==> config.mk <==
export PLATFORM = sky130hd
export DESIGN_NAME = smalu_ctrl
export DESIGN_NICKNAME = d
export VERILOG_FILES = /design/src/rtl/smalu_pkg.sv /design/src/rtl/smalu_ctrl.sv
export SDC_FILE = /design/constraint.sdc
export NUM_CORES = 1
export LEC_CHECK = 0
export ABC_AREA = 1
export BUFFER_PORTS_ARGS = -buffer_cell sky130_fd_sc_hd__buf_2
export CAP_MARGIN = 0
export CELL_PAD_IN_SITES_DETAIL_PLACEMENT = 0
export CELL_PAD_IN_SITES_GLOBAL_PLACEMENT = 1
export CORE_MARGIN = 10
export CORE_UTILIZATION = 23
export CTS_BUF_LIST = sky130_fd_sc_hd__clkbuf_4
export DETAILED_ROUTE_END_ITERATION = 10
export PLACE_DENSITY_LB_ADDON = 0.1
export SLEW_MARGIN = 25
export SYNTH_ARGS = -nofsm -noshare
export SYNTH_HDL_FRONTEND = slang
export SYNTH_SLANG_ARGS = --single-unit
==> constraint.sdc <==
create_clock -name clk -period 1.76 [get_ports clk]
set_clock_uncertainty 0.2 [all_clocks]
set_input_delay 0.176 -clock clk [delete_from_list [all_inputs] [get_ports clk]]
set_output_delay 0.176 -clock clk [all_outputs]
set_load 0.05 [all_outputs]
==> src/rtl/smalu_pkg.sv <==
// Package: command codes, controller states and control structs for the stack calculator
package smalu_pkg;
	localparam int unsigned ValW = 31;
	localparam logic signed [ValW-1:0] MagLimit = 31'sd1000000000;

	typedef enum logic [3:0] {
		CMD_START = 4'd0, CMD_NUM = 4'd1, CMD_POP = 4'd2, CMD_INV = 4'd3,
		CMD_DUP = 4'd4, CMD_SWP = 4'd5, CMD_ADD = 4'd6, CMD_SUB = 4'd7,
		CMD_MUL = 4'd8, CMD_DIV = 4'd9, CMD_MOD = 4'd10, CMD_END = 4'd11
	} cmd_t;

	typedef enum logic [3:0] {
		ST_IDLE, ST_RD1, ST_RD2, ST_EXEC, ST_MUL, ST_DIV, ST_WR, ST_WR2, ST_OUT
	} state_t;

	typedef enum logic [2:0] {
		WR_NONE, WR_PUSH_OPND, WR_RES_TOP, WR_RES_BELOW, WR_A_TOP, WR_PUSH_TOP
	} wr_sel_t;

	typedef struct packed {
		logic   load;      // latch request
		logic   rd_top;    // read entry count-1
		logic   rd_sec;    // read entry count-2
		logic   cap_top;   // capture read data as top
		logic   cap_sec;   // capture read data as second
		logic   mul_go;
		logic   div_go;
		logic   div_step;
		wr_sel_t wr;
	} ctl_t;

	typedef struct packed {
		logic div_done;
		logic div_zero;
	} sts_t;
endpackage

==> src/rtl/smalu_ctrl.sv <==
// Controller: sequences one instruction through stack reads, arithmetic and write-back
module smalu_ctrl #(
	parameter int unsigned CntW = 11,
	parameter int unsigned Depth = 1024
) (
	input  logic                 clk,
	input  logic                 arst_n,
	input  logic                 in_valid,
	output logic                 in_ready,
	input  logic [3:0]           in_cmd,
	input  logic                 opnd_big,
	input  smalu_pkg::sts_t      sts,
	input  logic                 res_big,
	output smalu_pkg::ctl_t      ctl,
	output logic [CntW-1:0]      count,
	output logic                 out_valid,
	input  logic                 out_ready,
	output logic                 out_err
);
	smalu_pkg::state_t state_q, state_d;
	logic [CntW-1:0] cnt_q, cnt_d;
	logic err_q, err_d;
	logic [3:0] cmd_q;
	logic oerr_q, oerr_d;
	logic acc;
	logic full;

	assign acc = in_valid && in_ready;
	assign count = cnt_q;
	assign full = (cnt_q == CntW'(Depth));
	assign out_err = oerr_q;

	always_comb begin
		state_d = state_q;
		cnt_d = cnt_q;
		err_d = err_q;
		oerr_d = oerr_q;
		case (state_q)
			smalu_pkg::ST_IDLE: begin
				if (acc) begin
					if (in_cmd == smalu_pkg::CMD_END) begin
						oerr_d = err_q || (cnt_q != CntW'(1));
						state_d = smalu_pkg::ST_OUT;
					end else if (!err_q && in_cmd < smalu_pkg::CMD_END) begin
						case (smalu_pkg::cmd_t'(in_cmd))
							smalu_pkg::CMD_START: begin
								if (opnd_big) begin
									err_d = 1'b1;
								end else begin
									cnt_d = CntW'(1);
								end
							end
							smalu_pkg::CMD_NUM: begin
								if (opnd_big || full) begin
									err_d = 1'b1;
								end else begin
									cnt_d = cnt_q + 1'b1;
								end
							end
							smalu_pkg::CMD_POP: begin
								if (cnt_q == '0) begin
									err_d = 1'b1;
								end else begin
									cnt_d = cnt_q - 1'b1;
								end
							end
							smalu_pkg::CMD_INV, smalu_pkg::CMD_DUP: begin
								if (cnt_q == '0) begin
									err_d = 1'b1;
								end else begin
									state_d = smalu_pkg::ST_RD1;
								end
							end
							default: begin
								if (cnt_q < CntW'(2)) begin
									err_d = 1'b1;
								end else begin
									state_d = smalu_pkg::ST_RD1;
								end
							end
						endcase
					end
				end
			end
			smalu_pkg::ST_RD1: state_d = smalu_pkg::ST_RD2;
			smalu_pkg::ST_RD2: state_d = smalu_pkg::ST_EXEC;
			smalu_pkg::ST_EXEC: begin
				case (smalu_pkg::cmd_t'(cmd_q))
					smalu_pkg::CMD_DUP: begin
						if (full) begin
							err_d = 1'b1;
							state_d = smalu_pkg::ST_IDLE;
						end else begin
							state_d = smalu_pkg::ST_WR;
						end
					end
					smalu_pkg::CMD_MUL: state_d = smalu_pkg::ST_MUL;
					smalu_pkg::CMD_DIV, smalu_pkg::CMD_MOD: begin
						if (sts.div_zero) begin
							err_d = 1'b1;
							state_d = smalu_pkg::ST_IDLE;
						end else begin
							state_d = smalu_pkg::ST_DIV;
						end
					end
					default: state_d = smalu_pkg::ST_WR;
				endcase
			end
			smalu_pkg::ST_MUL: state_d = smalu_pkg::ST_WR;
			smalu_pkg::ST_DIV: if (sts.div_done) state_d = smalu_pkg::ST_WR;
			smalu_pkg::ST_WR: begin
				state_d = smalu_pkg::ST_IDLE;
				case (smalu_pkg::cmd_t'(cmd_q))
					smalu_pkg::CMD_INV: ;
					smalu_pkg::CMD_DUP: cnt_d = cnt_q + 1'b1;
					smalu_pkg::CMD_SWP: state_d = smalu_pkg::ST_WR2;
					default: begin
						if (res_big) begin
							err_d = 1'b1;
						end else begin
							cnt_d = cnt_q - 1'b1;
						end
					end
				endcase
			end
			smalu_pkg::ST_WR2: state_d = smalu_pkg::ST_IDLE;
			smalu_pkg::ST_OUT: begin
				if (out_ready) begin
					cnt_d = '0;
					err_d = 1'b0;
					state_d = smalu_pkg::ST_IDLE;
				end
			end
			default: state_d = smalu_pkg::ST_IDLE;
		endcase
	end

	always_comb begin
		in_ready = (state_q == smalu_pkg::ST_IDLE);
		out_valid = (state_q == smalu_pkg::ST_OUT);
		ctl = '0;
		ctl.wr = smalu_pkg::WR_NONE;
		case (state_q)
			smalu_pkg::ST_IDLE: begin
				ctl.load = acc;
				if (acc && !err_q && !opnd_big) begin
					if (in_cmd == smalu_pkg::CMD_START) ctl.wr = smalu_pkg::WR_PUSH_OPND;
					if (in_cmd == smalu_pkg::CMD_NUM && !full) ctl.wr = smalu_pkg::WR_PUSH_OPND;
				end
			end
			smalu_pkg::ST_RD1: begin
				ctl.rd_top = 1'b1;
			end
			smalu_pkg::ST_RD2: begin
				ctl.rd_sec = 1'b1;
				ctl.cap_top = 1'b1;
			end
			smalu_pkg::ST_EXEC: begin
				ctl.cap_sec = 1'b1;
				ctl.mul_go = (cmd_q == smalu_pkg::CMD_MUL);
				ctl.div_go = (cmd_q == smalu_pkg::CMD_DIV) || (cmd_q == smalu_pkg::CMD_MOD);
			end
			smalu_pkg::ST_DIV: ctl.div_step = 1'b1;
			smalu_pkg::ST_WR: begin
				case (smalu_pkg::cmd_t'(cmd_q))
					smalu_pkg::CMD_INV: ctl.wr = smalu_pkg::WR_RES_TOP;
					smalu_pkg::CMD_DUP: ctl.wr = smalu_pkg::WR_PUSH_TOP;
					smalu_pkg::CMD_SWP: ctl.wr = smalu_pkg::WR_A_TOP;
					default: if (!res_big) ctl.wr = smalu_pkg::WR_RES_BELOW;
				endcase
			end
			smalu_pkg::ST_WR2: ctl.wr = smalu_pkg::WR_RES_BELOW;
			default: ;
		endcase
	end

	always_ff @(posedge clk or negedge arst_n) begin
		if (!arst_n) begin
			state_q <= smalu_pkg::ST_IDLE;
			cnt_q <= '0;
			err_q <= 1'b0;
			oerr_q <= 1'b0;
			cmd_q <= '0;
		end else begin
			state_q <= state_d;
			cnt_q <= cnt_d;
			err_q <= err_d;
			oerr_q <= oerr_d;
			if (acc) cmd_q <= in_cmd;
		end
	end
endmodule

# ---- Word level (Yosys, flattened, before mapping)
# Index checks and enable logic that the tools add are counted.
dict set report totals {
  register_bits 21
  in_bits 12
  elab_cells 130
}
dict set report classes {
  add_sub_neg 2
  magnitude_cmp 2
  n_eq_ne 45
  mux 50
  n_reduce_logical 26
}
# op n
set ops {}
lappend ops {{$mux 11} 8}
lappend ops {{$pmux 11 s3} 2}
lappend ops {{$pmux 4 s8} 1}
lappend ops {{$eq 4x3->1 const B} 7}
lappend ops {{$mux 4} 7}
lappend ops {{$ne 3x3->1 const B} 8}
lappend ops {{$pmux 11 s2} 1}
lappend ops {{$eq 4x2->1 const B} 5}
lappend ops {{$eq 4x4->1 const B} 5}
lappend ops {{$pmux 3 s3} 2}
lappend ops {{$mux 1} 17}
lappend ops {{$mux 3} 5}
lappend ops {{$reduce_and 14->1} 1}
lappend ops {{$pmux 4 s3} 1}
lappend ops {{$add 11x1->11 const B} 1}
lappend ops {{$eq 11x11->1 const B} 1}
lappend ops {{$logic_not 11->1} 1}
lappend ops {{$lt 11x2->1 const B} 1}
lappend ops {{$ne 11x1->1 const B} 1}
lappend ops {{$reduce_and 11->1} 1}
lappend ops {{$sub 11x1->11 const B} 1}
lappend ops {{$ne 2x2->1 const B} 5}
lappend ops {{$ne 3x2->1 const B} 3}
lappend ops {{$reduce_or 3->1} 3}
lappend ops {{22 further kinds} 37}

# ---- Longest topological paths before layout
dict set report logic_depth {
  word_depth 8
  mapped_depth 13
  mapped_depth_nobuf 12
}

# ---- Least setup slack after synthesis
# No wires, ideal clock.
dict set report synth_timing {
  path_type {register to output}
  start {register cnt_q[0] (netlist: count[0])}
  end {output ctl[0] (netlist name)}
  t_arrival_ps 2568
  t_required_ps 1384
  path_slack_ps -1184
  stages_incl_launch_ff 8
  n_path_buf 0
  cell_sequence {dfrtp_1 > inv_1 > ha_1 > nand3_4 > nor2_4 > nand2_2 > o21ai_0 > o21ai_0}
}
# item line_no
set synth_rtl {}
lappend synth_rtl {{start: declaration} smalu_ctrl.sv:21} ;# logic [CntW-1:0] cnt_q, cnt_d;
lappend synth_rtl {{start signal: assignment} smalu_ctrl.sv:186} ;# cnt_q <= cnt_d;
lappend synth_rtl {{end: declaration} smalu_ctrl.sv:14} ;# output smalu_pkg::ctl_t ctl,

==> run_results.csv <==
group,metric,value,unit
critical_path,worstPathMaxFanout,2,
clocking,cts_tree,"done",
final_layout,stdcell_count,611,
floorplanning,initial_core_util,0.234,
power_and_ir_drop,leakagePower,2.02,nW
yosys,synthTopCellsByCount,"nand2_1 (100), inv_1 (48), nand3_1 (41), nor2_1 (38), dfrtp_1 (21)",
clocking,cts.sinks,21,
floorplanning,core-area,9110,um^2
clocking,numCtsBuffers,3,
global_routing,antenna_found_initial,0,
yosys,ys_top_cells_by_area,"dfrtp_1 (25%), nand2_1 (18%), nand3_1 (9.6%), inv_1 (8.5%), nor2_1 (6.7%)",
final_layout,antenna_cells,0,
drt,drt.antenna.violating_nets,0,
hold_path,hold_path_class,"in2reg",
clocking,clkLatencyLatePin,0.36,ns
yosys,syn_area_per_cell,6.08,um^2
clocking,cts-htree-levels,1,
critical_path,worstPathArrival,1.77,ns
drt,met2_length,4.44,mm
yosys,synth_edf_count,0,
drt,drt-total-wl,8.74,mm
yosys,synthesis.area,2130,um^2
final_layout,drive_above_1_share,0.532,
status,violations,"setup timing",
critical_path,r2r_slack,-0.22,ns
power_and_ir_drop,power_density,1800,nW/um^2
final_layout,nNetsFinal,516,
placement,place_ws,-0.248,ns
timing,min_period,2.14,ns
placement,placed_cells,578,
critical_path,start_kind,"flip-flop",
yosys,syn_inst,350,
drt,wl_per_cell,14.3,um
drt,drcViolationCount,0,
timing,whs,0.0224,ns
job,cap_violations,0,
yosys,yosysMostFrequentCell,"nand2_1",
critical_path,worstSetupPathType,"reg2out",
floorplanning,design.die.area,13500,um^2
yosys,ys_ff_latch,21,
timing,maxSlewViolCount,0,
drt,vias,2728,
power_and_ir_drop,irDropWorstVdd,1.07,mV
floorplanning,num_rows,35,
drt,met1Wirelength,3.91,mm
drt,routed.top_layer,"met4",
timing,setup_ws,-0.385,ns
yosys,synthArstFlopShare,1.00,
yosys,synth_top_area_frac,0.247,
timing,grt_setup_unrepaired,"yes",
clocking,cts.path.max_buffers,2,
drt,drtIter0Drc,98,
placement,port-buffer-count,36,
floorplanning,die_h,116,um
yosys,yosys_most_used_dff,"dfrtp_1",
final_layout,syn2layout_area_growth,83.4,%
timing,relSlewSlack,0.611,
timing,worstMarginPinSlew,0.583,ns
timing,fmax,466,MHz
timing,setup_viol,27,
drt,wl_met3,303,um
yosys,synth_top_area_cell,"dfrtp_1",
clocking,cts.clk_slew.worst_paths,0.19,ns
drt,detail_route.vias_per_cell,4.46,
global_routing,grt_pass1_wl,14.3,mm
timing,hold_violations,0,
placement,gp_congestion,0.789,
yosys,ys_types,32,
global_routing,overflow,0,
global_routing,gr-usage-all-layers,0.134,
global_routing,grt_pass1_vias,2872,
clocking,ctsRootBufferMaster,"clkbuf_4",
yosys,synth_warnings,0,
final_layout,fill_cells,965,
floorplanning,pin_count,37,
status,outcome,"finished with violations",
placement,hpwl,6.74,mm
global_routing,grt_max_degree,22,
yosys,ys_seq_area_frac,0.247,
critical_path,required,1.38,ns
critical_path,worstSetupEndpointType,"output pin",
yosys,synth_fp_nets,365,
timing,fin_crit_sh,1.22,
floorplanning,die_x,116,um
drt,dr.pass1.iters,4,
-- metal layers --
metal | global-route usage | vias to the layer above
met4 | 0.0225 | 0
met1 | 0.164 | 1267
li1 | - | 1415
met5 | 0 | -
met3 | 0.0231 | 6
met2 | 0.242 | 40
-- repair_timing --
item                                    4_1_cts  5_1_grt
buffers inserted                             24        6
pin swaps                                    22       22
gates resized for setup                      87       60
cloned                                        2        1
endpoints found under the setup margin       27       30
hold buffers                                  3        0
endpoints found under the hold margin        23        0
-- registers in the layout, indices dropped and copies added, names as in the netlist --
name     flops
out_err      1
cmd_q        4
err_q        1
state_q      4
count       11
-- worst paths after layout --
check,from,endpoint,depth (start not counted)
max,count[0]$_DFFE_PN0P_,ctl[0],8
min,in_cmd[1],cmd_q[1]$_DFFE_PN0N_,4
max reg2reg,count[0]$_DFFE_PN0P_,count[10]$_DFFE_PN0P_,13
min reg2reg,err_q$_DFFE_PN0P_,err_q$_DFFE_PN0P_,2
max in group asynchronous,arst_n,state_q[0]$_DFFE_PN0P_,2
min in group asynchronous,arst_n,count[3]$_DFFE_PN0P_,2
-- report_power, final --
group          total [mW]  switching, mW  internal (mW)
clock               0.302          0.215         0.0871
sequential          0.886          0.200          0.686
combinational        5.82           3.28           2.55
-- final cells by class --
type	instances	area, um^2	area share
Clock buffer	3	22.5	0.00577
Clock inverter	1	7.51	0.00192
Inverter	55	228	0.0583
Multi-Input combinational cell	270	1730	0.443
Sequential cell	21	542	0.139
Tap cell	111	139	0.0356
Timing Repair Buffer	149	1230	0.315
Timing Repair inverter	1	5.00	0.00128
-- layout by cell type (no fill, tap or decap), types with 9 or more instances in the layout --
| cell | Yosys | layout |
|---|---|---|
| nand3_1 | 41 | 30 |
| nor2_2 | 6 | 11 |
| inv_1 | 48 | 35 |
| nand2_1 | 100 | 81 |
| nand2_4 | 3 | 9 |
| buf_2 | 3 | 23 |
| nand2_2 | 13 | 24 |
| nor2_1 | 38 | 25 |
| o21ai_0 | 19 | 17 |
| nor2_4 | 3 | 11 |
| dfrtp_2 | 0 | 13 |
| inv_2 | 4 | 12 |
| buf_6 | 1 | 23 |
| buf_4 | 1 | 90 |
| buf_8 | 1 | 10 |
-- through the flow --
step	cell area, um^2	util	TNS (ns)	total power [mW]
floorplan	2210	-	-1.89	3.58
global placement	3120	0.343	-2.60	5.46
detailed placement	3120	0.343	-2.70	5.44
CTS	3670	0.403	-4.42	6.64
global route	3900	0.429	-6.48	7.62
finish	3900	0.429	-3.82	7.01
-- cell families (layout without fill, tap and decap cells) --
group / Yosys count / count (layout) / synth area share
AOI/OAI and AO/OA: 32 / 32 / 0.0858
xor gates and xnor gates: 10 / 10 / 0.0412
adders and majority gates: 3 / 3 / 0.0176
buffers and inverters: 61 / 209 / 0.122
DFF: 21 / 21 / 0.247
and+or+nand+nor: 223 / 225 / 0.486
-- critical path, cell delays in order, from the launching register on --
cell,delay [ns]
dfrtp_2,0.45
inv_2,0.08
ha_4,0.15
nand3_4,0.08
nor2_4,0.14
nand2_4,0.09
o21ai_4,0.17
o21ai_4,0.08
buf_6,0.16
Power figures use the tool's default switching activity.
